--- config.mk ---
export PLATFORM = sky130hd
export DESIGN_NAME = circular_deque_buffer
export DESIGN_NICKNAME = d
export VERILOG_FILES = /design/src/hdl/cdb_pkg.sv /design/src/hdl/cdb_ram.sv /design/src/hdl/cdb_datapath.sv /design/src/hdl/cdb_controller.sv /design/src/hdl/circular_deque_buffer.sv
export SDC_FILE = /design/constraint.sdc
export NUM_CORES = 1
export LEC_CHECK = 0
export ABC_AREA = 1
export BUFFER_PORTS_ARGS = -buffer_cell sky130_fd_sc_hd__buf_2
export CAP_MARGIN = 0
export CORE_MARGIN = 3
export CORE_UTILIZATION = 50
export CTS_CLUSTER_SIZE = 20
export DETAILED_ROUTE_END_ITERATION = 10
export MAX_ROUTING_LAYER = met4
export PLACE_DENSITY = 0.7
export SETUP_SLACK_MARGIN = 0.2
export SYNTH_ARGS = -nofsm -noshare
export SYNTH_HDL_FRONTEND = slang
export SYNTH_SLANG_ARGS = --single-unit
--- constraint.sdc ---
create_clock -name aclk -period 2.8 [get_ports aclk]
set_input_delay 0.42 -clock aclk [delete_from_list [all_inputs] [get_ports aclk]]
set_output_delay 0.42 -clock aclk [all_outputs]
set_load 0.05 [all_outputs]
--- src/hdl/cdb_pkg.sv ---
// Shared types, codes and constants of the circular deque buffer.
package cdb_pkg;

    localparam int DEPTH_DEFAULT = 8;
    localparam int DATA_W        = 32;
    localparam int OCC_W         = 4;

    // operation codes carried in the func field
    localparam logic [1:0] FUNC_PUSH_FRONT = 2'd0;
    localparam logic [1:0] FUNC_PUSH_BACK  = 2'd1;
    localparam logic [1:0] FUNC_POP_FRONT  = 2'd2;
    localparam logic [1:0] FUNC_POP_BACK   = 2'd3;

    // result status codes
    localparam logic [1:0] STATUS_DONE  = 2'd0;
    localparam logic [1:0] STATUS_FULL  = 2'd1;
    localparam logic [1:0] STATUS_EMPTY = 2'd2;

    localparam logic signed [DATA_W-1:0] EMPTY_POP_VALUE = -32'sd1;

    typedef struct packed {
        logic [1:0]               func;
        logic signed [DATA_W-1:0] push_value;
    } in_item_t;

    typedef struct packed {
        logic signed [DATA_W-1:0] pop_value;
        logic [1:0]               status;
        logic [OCC_W-1:0]         occupancy;
        logic                     is_full;
        logic                     is_empty;
    } out_item_t;

    typedef enum logic {
        CTL_IDLE,
        CTL_READ
    } ctl_state_t;

    typedef struct packed {
        logic accept;
        logic load_pop;
    } ctl_cmd_t;

    typedef struct packed {
        logic needs_read;
    } dp_status_t;

endpackage

--- src/hdl/cdb_ram.sv ---
// Generic single-write, single-read RAM with registered read data.
module cdb_ram #(
    parameter int WIDTH = 32,
    parameter int DEPTH = 8
) (
    input  logic                     aclk,
    input  logic                     wr_en,
    input  logic [$clog2(DEPTH)-1:0] wr_addr,
    input  logic [WIDTH-1:0]         wr_data,
    input  logic                     rd_en,
    input  logic [$clog2(DEPTH)-1:0] rd_addr,
    output logic [WIDTH-1:0]         rd_data
);

    logic [WIDTH-1:0] mem [DEPTH];

    always_ff @(posedge aclk) begin
        if (wr_en) begin
            mem[wr_addr] <= wr_data;
        end
        if (rd_en) begin
            rd_data <= mem[rd_addr];
        end
    end

endmodule

--- src/hdl/cdb_datapath.sv ---
// Pointers, count, ring storage and result register of the deque.
module cdb_datapath
    import cdb_pkg::*;
#(
    parameter int DEPTH = DEPTH_DEFAULT
) (
    input  logic       aclk,
    input  logic       aresetn,
    input  ctl_cmd_t   cmd,
    output dp_status_t status,
    input  in_item_t   s_data,
    output out_item_t  m_data
);

    localparam int IDX_W = $clog2(DEPTH);
    localparam int CNT_W = $clog2(DEPTH + 1);
    localparam logic [IDX_W-1:0] LAST_IDX  = IDX_W'(DEPTH - 1);
    localparam logic [CNT_W-1:0] FULL_CNT  = CNT_W'(DEPTH);

    logic [IDX_W-1:0] head_reg, head_next;
    logic [IDX_W-1:0] tail_reg, tail_next;
    logic [CNT_W-1:0] count_reg, count_next;
    out_item_t        res_reg, res_next;

    logic             wr_en;
    logic [IDX_W-1:0] wr_addr;
    logic             rd_en;
    logic [IDX_W-1:0] rd_addr;
    logic [DATA_W-1:0] rd_data;

    logic             is_push;
    logic             is_front;
    logic             at_empty;
    logic             at_full;
    logic [IDX_W-1:0] head_inc, head_dec, tail_inc, tail_dec;

    assign is_push  = ~s_data.func[1];
    assign is_front = (s_data.func == FUNC_PUSH_FRONT) || (s_data.func == FUNC_POP_FRONT);
    assign at_empty = (count_reg == '0);
    assign at_full  = (count_reg == FULL_CNT);

    assign head_inc = (head_reg == LAST_IDX) ? '0 : head_reg + IDX_W'(1);
    assign head_dec = (head_reg == '0) ? LAST_IDX : head_reg - IDX_W'(1);
    assign tail_inc = (tail_reg == LAST_IDX) ? '0 : tail_reg + IDX_W'(1);
    assign tail_dec = (tail_reg == '0) ? LAST_IDX : tail_reg - IDX_W'(1);

    assign status.needs_read = ~is_push & ~at_empty;

    always_comb begin
        head_next  = head_reg;
        tail_next  = tail_reg;
        count_next = count_reg;
        wr_en      = 1'b0;
        wr_addr    = '0;
        rd_en      = 1'b0;
        rd_addr    = is_front ? head_reg : tail_reg;
        res_next   = res_reg;
        if (cmd.accept) begin
            res_next.pop_value = '0;
            res_next.status    = STATUS_DONE;
            if (is_push) begin
                if (at_full) begin
                    res_next.status = STATUS_FULL;
                end else begin
                    wr_en = 1'b1;
                    if (at_empty) begin
                        // restart both ends at slot zero
                        head_next = '0;
                        tail_next = '0;
                        wr_addr   = '0;
                    end else if (is_front) begin
                        head_next = head_dec;
                        wr_addr   = head_dec;
                    end else begin
                        tail_next = tail_inc;
                        wr_addr   = tail_inc;
                    end
                    count_next = count_reg + CNT_W'(1);
                end
            end else begin
                if (at_empty) begin
                    res_next.status    = STATUS_EMPTY;
                    res_next.pop_value = EMPTY_POP_VALUE;
                end else begin
                    rd_en = 1'b1;
                    // hold the pointers on the last entry
                    if (count_reg != CNT_W'(1)) begin
                        if (is_front) begin
                            head_next = head_inc;
                        end else begin
                            tail_next = tail_dec;
                        end
                    end
                    count_next = count_reg - CNT_W'(1);
                end
            end
            res_next.occupancy = OCC_W'(count_next);
            res_next.is_full   = (count_next == FULL_CNT);
            res_next.is_empty  = (count_next == '0);
        end else if (cmd.load_pop) begin
            res_next.pop_value = rd_data;
        end
    end

    always_ff @(posedge aclk) begin
        if (!aresetn) begin
            head_reg  <= '0;
            tail_reg  <= '0;
            count_reg <= '0;
        end else begin
            head_reg  <= head_next;
            tail_reg  <= tail_next;
            count_reg <= count_next;
        end
    end

    always_ff @(posedge aclk) begin
        res_reg <= res_next;
    end

    assign m_data = res_reg;

    cdb_ram #(
        .WIDTH (DATA_W),
        .DEPTH (DEPTH)
    ) u_ring (
        .aclk    (aclk),
        .wr_en   (wr_en),
        .wr_addr (wr_addr),
        .wr_data (s_data.push_value),
        .rd_en   (rd_en),
        .rd_addr (rd_addr),
        .rd_data (rd_data)
    );

endmodule

--- src/hdl/cdb_controller.sv ---
// Handshake and sequencing state machine of the deque.
module cdb_controller
    import cdb_pkg::*;
(
    input  logic       aclk,
    input  logic       aresetn,
    input  logic       s_valid,
    output logic       s_ready,
    output logic       m_valid,
    input  logic       m_ready,
    input  dp_status_t status,
    output ctl_cmd_t   cmd
);

    ctl_state_t state_reg, state_next;
    logic       m_valid_reg, m_valid_next;

    // next state
    always_comb begin
        state_next = state_reg;
        unique case (state_reg)
            CTL_IDLE: begin
                if (cmd.accept && status.needs_read) begin
                    state_next = CTL_READ;
                end
            end
            CTL_READ: begin
                state_next = CTL_IDLE;
            end
            default: begin
                state_next = CTL_IDLE;
            end
        endcase
    end

    // outputs
    always_comb begin
        s_ready      = (state_reg == CTL_IDLE) && (!m_valid_reg || m_ready);
        cmd.accept   = s_valid && s_ready;
        cmd.load_pop = (state_reg == CTL_READ);
        m_valid_next = m_valid_reg;
        priority if (cmd.load_pop || (cmd.accept && !status.needs_read)) begin
            m_valid_next = 1'b1;
        end else if (m_ready) begin
            m_valid_next = 1'b0;
        end
    end

    always_ff @(posedge aclk) begin
        if (!aresetn) begin
            state_reg   <= CTL_IDLE;
            m_valid_reg <= 1'b0;
        end else begin
            state_reg   <= state_next;
            m_valid_reg <= m_valid_next;
        end
    end

    assign m_valid = m_valid_reg;

endmodule

--- src/hdl/circular_deque_buffer.sv ---
// Top level of the circular deque buffer.
// Double-ended queue of DEPTH signed 32-bit words kept in a ring RAM. Each input
// transfer carries one operation (push front, push back, pop front, pop back) and
// yields exactly one result transfer with the popped word, a status, the count
// after the operation and full/empty flags. A push or a rejected pop is registered
// straight into the result; a pop that returns a word goes through the read state,
// since the ring RAM's read data is registered. One operation is in flight at a time;
// a finished result sits in an output register, and the next operation is taken while
// it is being drained. The ring needs no clearing after reset.
module circular_deque_buffer
    import cdb_pkg::*;
#(
    parameter int DEPTH = DEPTH_DEFAULT
) (
    input  logic      aclk,
    input  logic      aresetn,
    input  logic      s_valid,
    output logic      s_ready,
    input  in_item_t  s_data,
    output logic      m_valid,
    input  logic      m_ready,
    output out_item_t m_data
);

    ctl_cmd_t   cmd;
    dp_status_t status;

    cdb_controller u_ctl (
        .aclk    (aclk),
        .aresetn (aresetn),
        .s_valid (s_valid),
        .s_ready (s_ready),
        .m_valid (m_valid),
        .m_ready (m_ready),
        .status  (status),
        .cmd     (cmd)
    );

    cdb_datapath #(
        .DEPTH (DEPTH)
    ) u_dp (
        .aclk    (aclk),
        .aresetn (aresetn),
        .cmd     (cmd),
        .status  (status),
        .s_data  (s_data),
        .m_data  (m_data)
    );

endmodule
* After elaboration in Yosys (flattened, before gate mapping)
Memories as Yosys holds them, arrays and structs flattened. A register that Yosys moved wholly into a read port is not among the register bits.
Index checks and enable logic that the tools add are counted.
** Storage, ports and cells
- Memories kept :: 1
- Output and inout bits :: 42
- Register bits after elaboration :: 52
- Logic and storage cells :: 97
- Input port bits :: 38
- RAM bits :: 256
** Memory list
- u_dp.u_ring.mem :: words 8, width 32, rd ports 1, clocked after Yosys merged registers in 1, wr ports 1, RTL line cdb_ram.sv:15 : logic [WIDTH-1:0] mem [DEPTH];
** Operators by class
- Equal/unequal tests :: 12
- Multiplexer cells :: 46
- Reductions and logical operators :: 19
- Bitwise logic cells :: 3
- $add $sub $neg :: 6
** Operators with widths (number)
- $mux W32 :: 3
- $mux W3 :: 24
- $mux W34 :: 1
- $mux W4 :: 4
- $mux W1 :: 12
- $reduce_and A6 Y1 :: 2
- $eq A4 B4 Y1 const B :: 2
- $logic_not A4 Y1 :: 2
- $ne A2 B2 Y1 const B :: 4
- $add A3 B1 Y3 const B :: 2
- $eq A3 B3 Y1 const B :: 2
- $logic_not A3 Y1 :: 2
- $reduce_bool A2 Y1 :: 3
- $sub A3 B1 Y3 const B :: 2
- $add A4 B1 Y4 const B :: 1
- $logic_and A1 B1 Y1 :: 4
- $ne A2 B1 Y1 const B :: 2
- $ne A4 B1 Y1 const B :: 1
- $sub A4 B1 Y4 const B :: 1
- $logic_or A1 B1 Y1 :: 3
- $eq A2 B2 Y1 const B :: 1
- $logic_not A1 Y1 :: 2
- $logic_not A2 Y1 :: 1
- $mux W2 :: 1
- 3 further kinds :: 4

* Longest topological paths before layout
Gate-level depths: netlist of the first run.
- Word-level depth :: 7
- Depth in mapped cells :: 11
- Depth with buffers taken out :: 11

* Hierarchy
A second synthesis of the first run with hierarchy kept.
** Unflattened totals
- Cells, all modules :: 1451
- Area, all modules :: 14838.0 µm²
** Modules (own cells, without submodules)
- cdb_ram :: area each 12192.9 µm², sequential area each 8648.3 µm², instances 1, cells an instance 1156
- cdb_datapath :: area each 2532.4 µm², sequential area each 1401.3 µm², instances 1, cells an instance 278
- cdb_controller :: area each 112.6 µm², sequential area each 40.0 µm², instances 1, cells an instance 17

* Least setup slack after synthesis of the first run
Ideal clock, no wire load.
- Path kind :: register to register
- From :: register u_dp.count_reg[0]
- To :: memory u_dp.u_ring.mem[1][0] (enable)
- Cell stages (with the launch flop) :: 8
- Buffers on the path :: 0
- Slack :: -0.307 ns
- Clock period less this slack :: 3.107 ns
- Setup time :: 0.421 ns
- Arrival time :: 2.686 ns
- Data required time :: 2.379 ns
- Cell sequence :: dfxtp_1 -> inv_1 -> ha_1 -> nand3_1 -> nand2_1 -> nor2_4 -> nand3_1 -> nor2_1
** On the way
- Cells in the longest elaborated chain, start to end :: 6
- Elaborated cells between the ends (all ways) :: 11
- Those cells by class :: 1 x eq/ne; 9 x mux; 1 x reduce/logical
** Ends and longest elaborated chain
- start, declared :: RTL line cdb_datapath.sv:22 : logic [CNT_W-1:0] count_reg, count_next;
- start signal, assigned :: RTL line cdb_datapath.sv:113 : count_reg <= count_next;
- $eq A4 B4 Y1 :: RTL line cdb_datapath.sv:40 : assign at_full = (count_reg == FULL_CNT);
- $mux W1 :: RTL line cdb_datapath.sv:62 : if (at_full) begin
- $mux W1 :: RTL line cdb_datapath.sv:61 : if (is_push) begin
- $mux W1 :: RTL line cdb_datapath.sv:58 : if (cmd.accept) begin
- $mux W1 :: RTL line cdb_ram.sv:18 : if (wr_en) begin
- $mux W1 (implied by the code) :: RTL line cdb_ram.sv:19 : mem[wr_addr] <= wr_data;
- end, declared :: RTL line cdb_ram.sv:15
Several ways; a longest one is shown, not always the timed one.

* Worst setup path after layout of the first run
- From :: register u_dp.count_reg[0]
- To :: memory u_dp.u_ring.mem[3][21] (enable)
The elaborated chain is that of the path after synthesis.

==> results of run 1 <==
[cell families (layout without fill, tap and decap cells)]
family	after synthesis	in the layout	share of synthesized area [%]
xor gates and xnor gates	1	1	0.0622
adders and majority gates	11	11	0.976
buffers and inverters	110	216	3.99
and+or+nand+nor	557	557	15.9
AOI/OAI and AO/OA	209	209	7.49
other	0	3	0
DFF	340	340	71.6
[repair_timing]
| action | 4_1_cts | 5_1_grt |
|---|---|---|
| endpoints found under the hold margin | 0 | 0 |
| buffers inserted | 0 | 0 |
| resized for setup | 0 | 1 |
| setup endpoints to repair | 0 | 160 |
[synth_stat cells]
master	n
a21oi_1	71
xor2_1	1
buf_1	1
nor2_1	35
nor2_4	1
o211ai_1	1
o21ai_0	56
buf_4	10
nand4_1	3
o21ai_1	79
buf_6	5
buf_8	1
dfxtp_1	12
clkbuf_1	6
nand2_1	426
nand2_4	2
nand2_2	2
nand3_1	85
buf_2	50
nand3b_1	2
inv_2	3
o21ai_2	2
edfxtp_1	328
ha_1	11
inv_1	34
nor3_1	1
[worst reg2reg max path, stage by stage (launching register included)]
cell and delay (ns):
dfxtp_1 0.42, inv_1 0.12, ha_1 0.27, nand2_1 0.32, nand2_1 0.14, o21ai_0 0.14
nand3_2 0.24, nor2_4 0.20, buf_4 0.25
[power groups by stage]
| stage | logic, mW | clock network [mW] | registers (mW) |
|---|---|---|---|
| 2_1_floorplan | 1.10 | 0 | 6.39 |
| 3_3_place_gp | 1.89 | 0 | 6.12 |
| 3_5_place_dp | 1.93 | 0 | 6.13 |
| 4_1_cts | 1.94 | 4.33 | 6.02 |
| 5_1_grt | 2.15 | 4.52 | 6.05 |
| 6_report | 1.94 | 4.25 | 6.03 |
[stage by stage]
stage | cell area [µm²] | cells
3_3_place_gp | 15100 | 1641
4_1_cts | 16100 | 1706
2_1_floorplan | 14100 | 1228
5_1_grt | 16100 | 1709
6_report | 16100 | 1709
3_5_place_dp | 15100 | 1641
[final timing paths]
check,startpoint,to,slack [ns],depth (start not counted)
max reg2reg,u_dp.count_reg[0]$_SDFFE_PN0N_,u_dp.u_ring.mem[3][21]$_DFFE_PP_,0.40,8
min,s_data[24],u_dp.u_ring.mem[3][24]$_DFFE_PP_,0.17,1
max,u_dp.count_reg[0]$_SDFFE_PN0N_,u_dp.u_ring.mem[3][21]$_DFFE_PP_,0.40,8
min reg2reg,u_dp.u_ring.rd_data[11]$_DFFE_PP_,u_dp.m_data[19]$_DFFE_PP_,0.52,2
[layout make-up]
type                            instances  share of cell area [%]
Sequential cell                       340                    62.6
Multi-Input combinational cell        778                    21.9
Clock buffer                           51                    6.00
Timing Repair Buffer                  114                    5.25
Tap cell                              372                    2.89
Inverter                               37                   0.861
Clock inverter                         14                   0.466
Antenna cell                            3                  0.0466
[layer usage]
layer  share of wire, %  track usage, %
met1                 42            27.8
met2                 47            33.1
met3                8.2            3.45
met4                2.3            7.37
met5                  0               -
==> reports/results.tsv, run 1 <==
metric	value	unit
seq_power_share	49.3	%
final_cell_mix	nand2_1 (426), edfxtp_1 (328), nand3_1 (83)	
worst-setup-path-type	flip-flop to flip-flop	
cts_buffer_depth	3	
drt_iter0_drc	988	
hold_viol_final	0	
final_util	59.0	%
setup-violations-final	0	
grt_use_total	21.0	%
power.switching	3.33	mW
power.leakage	6.30	nW
largest_register	u_dp.u_ring.mem	
fp.dieH	174	µm
hold_class	input port to flip-flop	
slew_violations	0	
synth_top_area_share	69.9	%
synthCells	1228	
ys_seq_area_share	71.6	%
drv_cap	0	
switching_share	27.3	%
rows	60	
cts_buffers	36	
pre_cts_ws	0.338	ns
dr.pass1.iters	5	
fin_crit	2.40	ns
fp.coreArea	27300	µm²
ys_ff_latch	340	
routabilityCongestion	0.846	
cellPowerDensity	758	nW/µm²
final.setup_skew	0.0222	ns
endpoint_kind	flip-flop	
layout-drive-gt1-share	13.3	%
period_share	85.7	%
clock-root-buffer	clkbuf_16	
multi_input_area	3530	µm²
cp_max_fo	12	
rsz0062_at_grt	false	
syn_area	14100	µm²
boundaryPins	80	
yosys_warnings	0	
ant_nets	0	
grt_overflow_total	0	
routedWlPerCell	18.3	µm
nFillCells	2216	
final_common_cell	nand2_1	
syn_area_per_cell	11.5	µm²
initial_core_util	51.6	%
drc	0	
holdWs	0.170	ns
synth_area_leaders	edfxtp_1 (70%), nand2_1 (11%), nand3_1 (3.0%)	
die_x	174	µm
worstSkewPairLatency	0.52	ns
grt_pass1_wl	48800	µm
dpl.hpwl	17400	µm
ys_types	26	
nNetsFinal	1356	
clock-sinks	340	
maxSlewHeadroom	52.0	%
worstPathRequired	3.00	ns
arrival	2.60	ns
total_power	12.2	mW
htree_levels	2	
seq_area	10100	µm²
cp_slowest_cell	dfxtp_1	
worst_path_largest_cell_delay	0.42	ns
path_buf_inv	2	
p_int	8.88	mW
vdd_drop_max	0.000339	V
worst_pin_slew	0.718	ns
fmax	0.417	GHz
die_area	30200	µm²
crit_top_cell	nand2_1	
finalWirelength	31200	µm
io_buffers	79	
first_global_vias	9007	
syn_to_final_growth	14.4	%
grt_max_degree	129	
fin_setup_tns	0	ns
clkSlewWorstSetupHoldPaths	0.06	ns
via_count	9295	
outcome	finished, final reports clean	
cts_hold_buf	0	
syn-num-nets	1277	
startpoint_type	flip-flop	
crit_family	simple AND/OR/NAND/NOR gates	
cts_tree	built	
clkPwrFrac	34.8	%
synth.largest_area_cell	edfxtp_1	
antenna_found_initial	3	
vias_per_cell	5.44	
largest_reg_flops	256	
path_cells	inv_1 -> ha_1 -> nand2_1 -> nand2_1 -> o21ai_0 -> nand3_2 -> nor2_4 -> buf_4	
pwr-share-comb	15.9	%
fin_ws	0.399	ns
Note: power is estimated with default switching activity, not from simulation.
==> run 2, diff against run 1 <==
PLACE_DENSITY = 0.74   (was 0.7)
==> run 2 against run 1 <==
Via count down 0.60%. Critical path type unchanged. Worst hold slack better by 0.0040 ns. Highest routed layer unchanged. Largest cell class unchanged. Clock-buffer cell count down 10. First-iteration DRC count down 1.6%. Fmax down 1.2%.
==> reports/results.tsv, run 2 (synthesis gave the netlist of run 1 again) <==
metric	value	unit	change
outcome	finished, final reports clean		unchanged
largest_register	u_dp.u_ring.mem		unchanged
htree_levels	2		unchanged
total_power	12.0	mW	was 12.2 mW
worst_pin_slew	0.713	ns	was 0.718 ns
cellPowerDensity	750	nW/µm²	was 758 nW/µm²
finalWirelength	30700	µm	was 31,200 µm
first_global_vias	9120		was 9,007
reg2reg_slack	0.37	ns	was 0.40 ns
power.leakage	6.22	nW	was 6.30 nW
layout-drive-gt1-share	13.0	%	was 13.3%
clock-sinks	340		unchanged
pre_cts_ws	0.234	ns	was 0.338 ns
via_count	9239		was 9,295
grt_use_total	20.8	%	was 21.0%
dr.pass1.iters	6		was 5
routabilityCongestion	0.817		was 0.846
vias_per_cell	5.44		about the same
syn_to_final_growth	13.2	%	was 14.4%
cp_slowest_cell	dfxtp_1		unchanged
die_x	174	µm	unchanged
hp-start	s_valid		was s_data[24]
hold_viol_final	0		unchanged
crit_top_cell	nor2_4		was nand2_1
drt_iter0_drc	972		was 988
seq_area	10100	µm²	unchanged
slew_violations	0		unchanged
grt_overflow_total	0		unchanged
cts_tree	built		unchanged
drv_cap	0		unchanged
antenna_found_initial	6		was 3
cp_max_fo	15		was 12
post_cts_buffers	0		unchanged
boundaryPins	80		unchanged
nNetsFinal	1349		was 1,356
nFillCells	2198		was 2,216
setup-violations-final	0		unchanged
fin_setup_tns	0	ns	unchanged
drc	0		unchanged
rsz0062_at_grt	false		unchanged
r2r_cells	8		unchanged
grt_max_degree	129		unchanged
rr_startpoint	u_dp.count_reg[0]$_SDFFE_PN0N_		unchanged
fmax	0.412	GHz	was 0.417 GHz
largest_reg_flops	256		unchanged
period_share	86.8	%	was 85.7%
cts_buffer_depth	3		unchanged
path_cells	inv_1 -> ha_1 -> nand3_1 -> nand2_1 -> nor2_4 -> nand3_2 -> nor2_4 -> buf_12		was inv_1 -> ha_1 -> nand2_1 -> nand2_1 -> o21ai_0 -> nand3_2 -> nor2_4 -> buf_4
cts_buffers	34		was 36
initial_core_util	51.6	%	unchanged
endpoint_kind	flip-flop		unchanged
final_common_cell	nand2_1		unchanged
worst-setup-path-type	flip-flop to flip-flop		unchanged
worstPathRequired	3.01	ns	was 3.00 ns
maxSlewHeadroom	52.5	%	was 52.0%
arrival	2.64	ns	was 2.60 ns
fin_crit	2.43	ns	was 2.40 ns
layout.cells.non_filler	1697		was 1,709
rr_endpoint	u_dp.u_ring.mem[1][0]$_DFFE_PP_		was u_dp.u_ring.mem[3][21]$_DFFE_PP_
fp.coreArea	27300	µm²	unchanged
fin_ws	0.371	ns	was 0.399 ns
final_util	58.4	%	was 59.0%
dpl.hpwl	17500	µm	was 17,400 µm
vdd_drop_max	0.000342	V	was 0.000339 V
dp_cells	1636		was 1,641
final.setup_skew	0.0158	ns	was 0.0222 ns
holdPathEnd	u_ctl.m_valid$_SDFFE_PN0P_		was u_dp.u_ring.mem[3][24]$_DFFE_PP_
hold_class	input port to flip-flop		unchanged
rows	60		unchanged
startpoint_type	flip-flop		unchanged
hold_depth	3		was 1
die_area	30200	µm²	unchanged
fp.dieH	174	µm	unchanged
grt_pass1_wl	48100	µm	was 48,800 µm
multi_input_area	3530	µm²	about the same
final_cell_mix	nand2_1 (425), edfxtp_1 (328), nand3_1 (84)		was nand2_1 (426), edfxtp_1 (328), nand3_1 (83)
clock-root-buffer	clkbuf_16		unchanged
routedWlPerCell	18.1	µm	was 18.3 µm
io_buffers	79		unchanged
worstSkewPairLatency	0.52	ns	about the same
clkSlewWorstSetupHoldPaths	0.06	ns	about the same
worst_path_largest_cell_delay	0.43	ns	was 0.42 ns
ant_nets	0		unchanged
## run 2: cell type report
cell class	instances	share of cell area [%]
Sequential cell	340	63.2
Multi-Input combinational cell	778	22.1
Clock buffer	41	5.63
Timing Repair Buffer	109	4.70
Tap cell	372	2.92
Inverter	37	0.871
Clock inverter	14	0.447
Antenna cell	6	0.0941
## run 2: metrics by stage
step / hold WS [ns] / cell area [µm²]
2_1_floorplan: 0.482 / 14100
3_3_place_gp: 0.501 / 15000
3_5_place_dp: 0.505 / 15000
4_1_cts: 0.159 / 15900
5_1_grt: 0.177 / 16000
6_report: 0.174 / 16000
## run 2: worst max path at each step
stage                                         startpoint                                to  cells after the start
after floorplan           u_dp.count_reg[0]$_SDFFE_PN0N_   u_dp.u_ring.mem[3][0]$_DFFE_PP_                      7
after detailed placement  u_dp.count_reg[0]$_SDFFE_PN0N_   u_dp.u_ring.mem[1][5]$_DFFE_PP_                      8
final                     u_dp.count_reg[0]$_SDFFE_PN0N_   u_dp.u_ring.mem[1][0]$_DFFE_PP_                      8
after global placement    u_dp.count_reg[0]$_SDFFE_PN0N_  u_dp.u_ring.mem[1][10]$_DFFE_PP_                      8
after CTS                 u_dp.count_reg[0]$_SDFFE_PN0N_   u_dp.u_ring.mem[1][4]$_DFFE_PP_                      8
after global routing      u_dp.count_reg[0]$_SDFFE_PN0N_  u_dp.u_ring.mem[1][10]$_DFFE_PP_                      8
## run 2: where the power goes
group          leakage [nW]  switching [mW]  total [mW]  internal (mW)
sequential             3.11          0.0935        6.03           5.94
combinational          2.64            1.39        1.91          0.512
clock                 0.475            1.75        4.03           2.27
total                  6.22            3.24        12.0           8.72
## run 2: routing by layer
metal	share of wire (%)	GRT usage [%]	routed length, µm	vias up
li1	-	-	-	4416
met1	41	26.4	12700	4383
met2	48	33.5	14900	394
met3	8.2	4.28	2520	46
met4	2.1	7.31	635	0
met5	0	-	0	-
## run 2: what timing repair did
item                                    CTS  global route
gates resized for setup                   0             3
hold buffers                              0             0
endpoints found under the setup margin    0           202
hold endpoints to repair                  0             0
## run 2: critical path: cells and delay by family, from the launching register on
family,cells,cell delay (ns)
adders and majority gates,1,0.28
DFF,1,0.43
buffers and inverters,2,0.34
and+or+nand+nor,5,1.07
==> run 3, diff against run 2 <==
ABC_AREA = default   (was 1)
==> run 3 against run 2 <==
Global-route usage up 0.39 points. First-iteration DRC count decreased by 2.8%. Setup slack got worse by 0.11 ns. Highest routed layer unchanged. Critical endpoint is now u_dp.u_ring.mem[0][2]$_DFFE_PP_. Largest cell class unchanged.
==> reports/results.tsv, run 3 <==
metric	value	unit	change
worst_pin_slew	0.960	ns	was 0.713 ns
cts_buffer_depth	3		unchanged
startpoint_type	flip-flop		unchanged
syn_to_final_growth	17.6	%	was 13.2%
grt_pass1_wl	48900	µm	was 48,100 µm
boundaryPins	80		unchanged
dr.pass1.iters	5		was 6
cp_max_fo	19		was 15
die_area	30600	µm²	was 30,200 µm²
finalWirelength	31300	µm	was 30,700 µm
hold_depth	1		was 3
clkSlewWorstSetupHoldPaths	0.06	ns	about the same
clock-sinks	340		unchanged
multi_input_area	4030	µm²	was 3530 µm²
pwr-share-comb	18.7	%	was 15.9%
drc	0		unchanged
cp_slowest_cell	or4b_4		was dfxtp_1
seq_power_share	46.5	%	was 50.4%
vias_per_cell	5.82		was 5.44
io_buffers	79		unchanged
period_share	90.7	%	was 86.8%
grt_max_degree	68		was 129
syn_area	14300	µm²	was 14,100 µm²
synthArstFlopShare	0	%	unchanged
hold_viol_final	0		unchanged
power.switching	3.52	mW	was 3.24 mW
worstSkewPairLatency	0.52	ns	about the same
synth.largest_area_cell	edfxtp_1		unchanged
syn-num-nets	1045		was 1,277
pre_cts_ws	0.167	ns	was 0.234 ns
final.setup_skew	0.0177	ns	was 0.0158 ns
setup-violations-final	0		unchanged
layout-drive-gt1-share	19.0	%	was 13.0%
dpl.hpwl	18500	µm	was 17,500 µm
r2r_cells	7		was 8
cts_tree	built		unchanged
fin_ws	0.259	ns	was 0.371 ns
grt_overflow_total	0		unchanged
ys_ff_latch	340		unchanged
path_cells	inv_6 -> ha_2 -> or3_4 -> a22o_4 -> or4b_4 -> a21oi_4 -> buf_12		was inv_1 -> ha_1 -> nand3_1 -> nand2_1 -> nor2_4 -> nand3_2 -> nor2_4 -> buf_12
die_x	175	µm	was 174 µm
switching_share	27.1	%	about the same
power.leakage	6.32	nW	was 6.22 nW
final_util	60.1	%	was 58.4%
largest_reg_flops	256		unchanged
rows	61		was 60
p_int	9.48	mW	was 8.72 mW
crit_family	simple AND/OR/NAND/NOR gates		unchanged
cellPowerDensity	775	nW/µm²	was 750 nW/µm²
final_common_cell	edfxtp_1		was nand2_1
clkPwrFrac	34.7	%	was 33.7%
nFillCells	2083		was 2,198
largest_register	u_dp.u_ring.mem		unchanged
vdd_drop_max	0.000447	V	was 0.000342 V
synth_common_cells	edfxtp_1 (328), nor2_1 (75), mux2i_1 (70), nor2b_1 (70), o22ai_1 (64)		was nand2_1 (426), edfxtp_1 (328), nand3_1 (85)
fp.dieH	175	µm	was 174 µm
yosys_warnings	0		unchanged
fmax	0.394	GHz	was 0.412 GHz
reg2reg_slack	0.26	ns	was 0.37 ns
slew_violations	0		unchanged
nNetsFinal	1148		was 1,349
synth_most_common_cell	edfxtp_1		was nand2_1
worstPathRequired	3.01	ns	about the same
grt_use_total	21.1	%	was 20.8%
fin_setup_tns	0	ns	unchanged
endpoint_kind	flip-flop		unchanged
worst-setup-path-type	flip-flop to flip-flop		unchanged
ys.flop_type	edfxtp_1		unchanged
maxSlewHeadroom	34.6	%	was 52.5%
outcome	finished, final reports clean		unchanged
cts_buffers	36		was 34
rr_startpoint	u_dp.head_reg[0]$_SDFFE_PN0P_		was u_dp.count_reg[0]$_SDFFE_PN0N_
synthCells	996		was 1,228
synth_top_area_share	69.0	%	was 69.9%
cts_hold_buf	0		unchanged
rr_endpoint	u_dp.u_ring.mem[0][2]$_DFFE_PP_		was u_dp.u_ring.mem[1][0]$_DFFE_PP_
ant_nets	0		unchanged
seq_area	10100	µm²	about the same
routedWlPerCell	20.8	µm	was 18.1 µm
holdWs	0.173	ns	was 0.174 ns
antenna_found_initial	2		was 6
ys_seq_area_share	70.7	%	was 71.6%
htree_levels	2		unchanged
arrival	2.75	ns	was 2.64 ns
syn_area_per_cell	14.3	µm²	was 11.5 µm²
hp-start	s_data[31]		was s_valid
drt_iter0_drc	945		was 972
ys_types	53		was 26
synth_edf_count	328		unchanged
routabilityCongestion	0.825		was 0.817
fin_crit	2.54	ns	was 2.43 ns
holdPathEnd	u_dp.u_ring.mem[0][31]$_DFFE_PP_		was u_ctl.m_valid$_SDFFE_PN0P_
hold_class	input port to flip-flop		unchanged
via_count	8775		was 9,239
fp.coreArea	27900	µm²	was 27,300 µm²
synth_area_leaders	edfxtp_1 (69%), mux2i_1 (4.9%), nor2b_1 (3.1%)		was edfxtp_1 (70%), nand2_1 (11%), nand3_1 (3.0%)
drv_cap	0		unchanged
initial_core_util	51.1	%	was 51.6%
final_cell_mix	edfxtp_1 (328), buf_2 (79), nor2b_1 (70), nor2_1 (70), mux2i_1 (69)		was nand2_1 (425), edfxtp_1 (328), nand3_1 (84)
rsz0062_at_grt	true		was false
clock-root-buffer	clkbuf_16		unchanged
worst_path_largest_cell_delay	0.58	ns	was 0.43 ns
path_buf_inv	2		unchanged
first_global_vias	8728		was 9,120
-- run 3: changes by cell type after synthesis, sizes merged, moves of 33 or more --
cell | previous run | this run
clkbuf | 6 | 50
nand2 | 430 | 16
nor2b | 0 | 70
nand3 | 85 | 2
o31ai | 0 | 33
a21o | 0 | 35
o21ai | 137 | 37
buf | 67 | 18
nor2 | 36 | 75
mux2i | 0 | 70
nand2b | 0 | 40
o22ai | 0 | 64
-- run 3: per-stage QoR --
| stage | std cells | area, µm² | total power, mW |
|---|---|---|---|
| after global routing | 1507 | 16800 | 13.5 |
| after detailed placement | 1438 | 15600 | 8.57 |
| after CTS | 1504 | 16800 | 13.1 |
| after global placement | 1438 | 15600 | 8.52 |
| after floorplan | 996 | 14500 | 7.84 |
| final | 1507 | 16800 | 13.0 |
-- run 3: cell type report --
type / count / area share (%)
clock buffer: 41 / 5.73
antenna: 2 / 0.0298
tap: 378 / 2.82
sequential: 340 / 60.1
multi-input combinational: 578 / 24.0
clock inverter: 25 / 1.03
timing repair buffer: 133 / 5.96
inverter: 10 / 0.268
-- run 3: logic make-up after synthesis --
| group | count (synthesis) | share of synthesized area, % |
|---|---|---|
| adders and majority gates | 11 | 0.965 |
| and+or+nand+nor | 232 | 8.75 |
| buffers and inverters | 78 | 2.20 |
| DFF | 340 | 70.7 |
| xor gates and xnor gates | 3 | 0.184 |
| muxes | 72 | 5.07 |
| AOI/OAI and AO/OA | 260 | 12.1 |
-- run 3: worst max-delay path by stage --
stage	start	to	slack [ns]	cells past startpoint
final	u_dp.head_reg[0]$_SDFFE_PN0P_	u_dp.u_ring.mem[0][2]$_DFFE_PP_	0.26	7
after global routing	u_dp.head_reg[0]$_SDFFE_PN0P_	u_dp.u_ring.mem[0][2]$_DFFE_PP_	0.19	7
after CTS	u_dp.head_reg[0]$_SDFFE_PN0P_	u_dp.u_ring.mem[1][23]$_DFFE_PP_	0.21	7
after detailed placement	u_dp.count_reg[0]$_SDFFE_PN0N_	u_dp.u_ring.mem[0][24]$_DFFE_PP_	0.17	7
after global placement	u_dp.count_reg[0]$_SDFFE_PN0N_	u_dp.u_ring.mem[0][25]$_DFFE_PP_	0.23	7
after floorplan	u_dp.head_reg[0]$_SDFFE_PN0P_	u_dp.u_ring.mem[0][0]$_DFFE_PP_	-0.11	7
-- run 3: per-layer routing --
layer / GRT usage (%) / vias up / wire (µm)
met1: 27.3 / 4321 / 12800
met2: 34.5 / 346 / 15400
li1: - / 4043 / -
met4: 6.35 / 0 / 780
met5: - / - / 0
met3: 3.93 / 65 / 2350
-- run 3: power groups by stage --
stage          clock network, mW  registers [mW]  logic (mW)
6_report                    4.52            6.05        2.43
5_1_grt                     4.83            6.08        2.63
4_1_cts                     4.61            6.05        2.43
3_5_place_dp                   0            6.16        2.41
3_3_place_gp                   0            6.15        2.37
2_1_floorplan                  0            6.45        1.39
-- run 3: timing repair --
action,in CTS,in global routing
cloned,0,0
gates resized for setup,2,2
setup endpoints to repair,26,97
pin swaps,0,2
buffers inserted,0,1
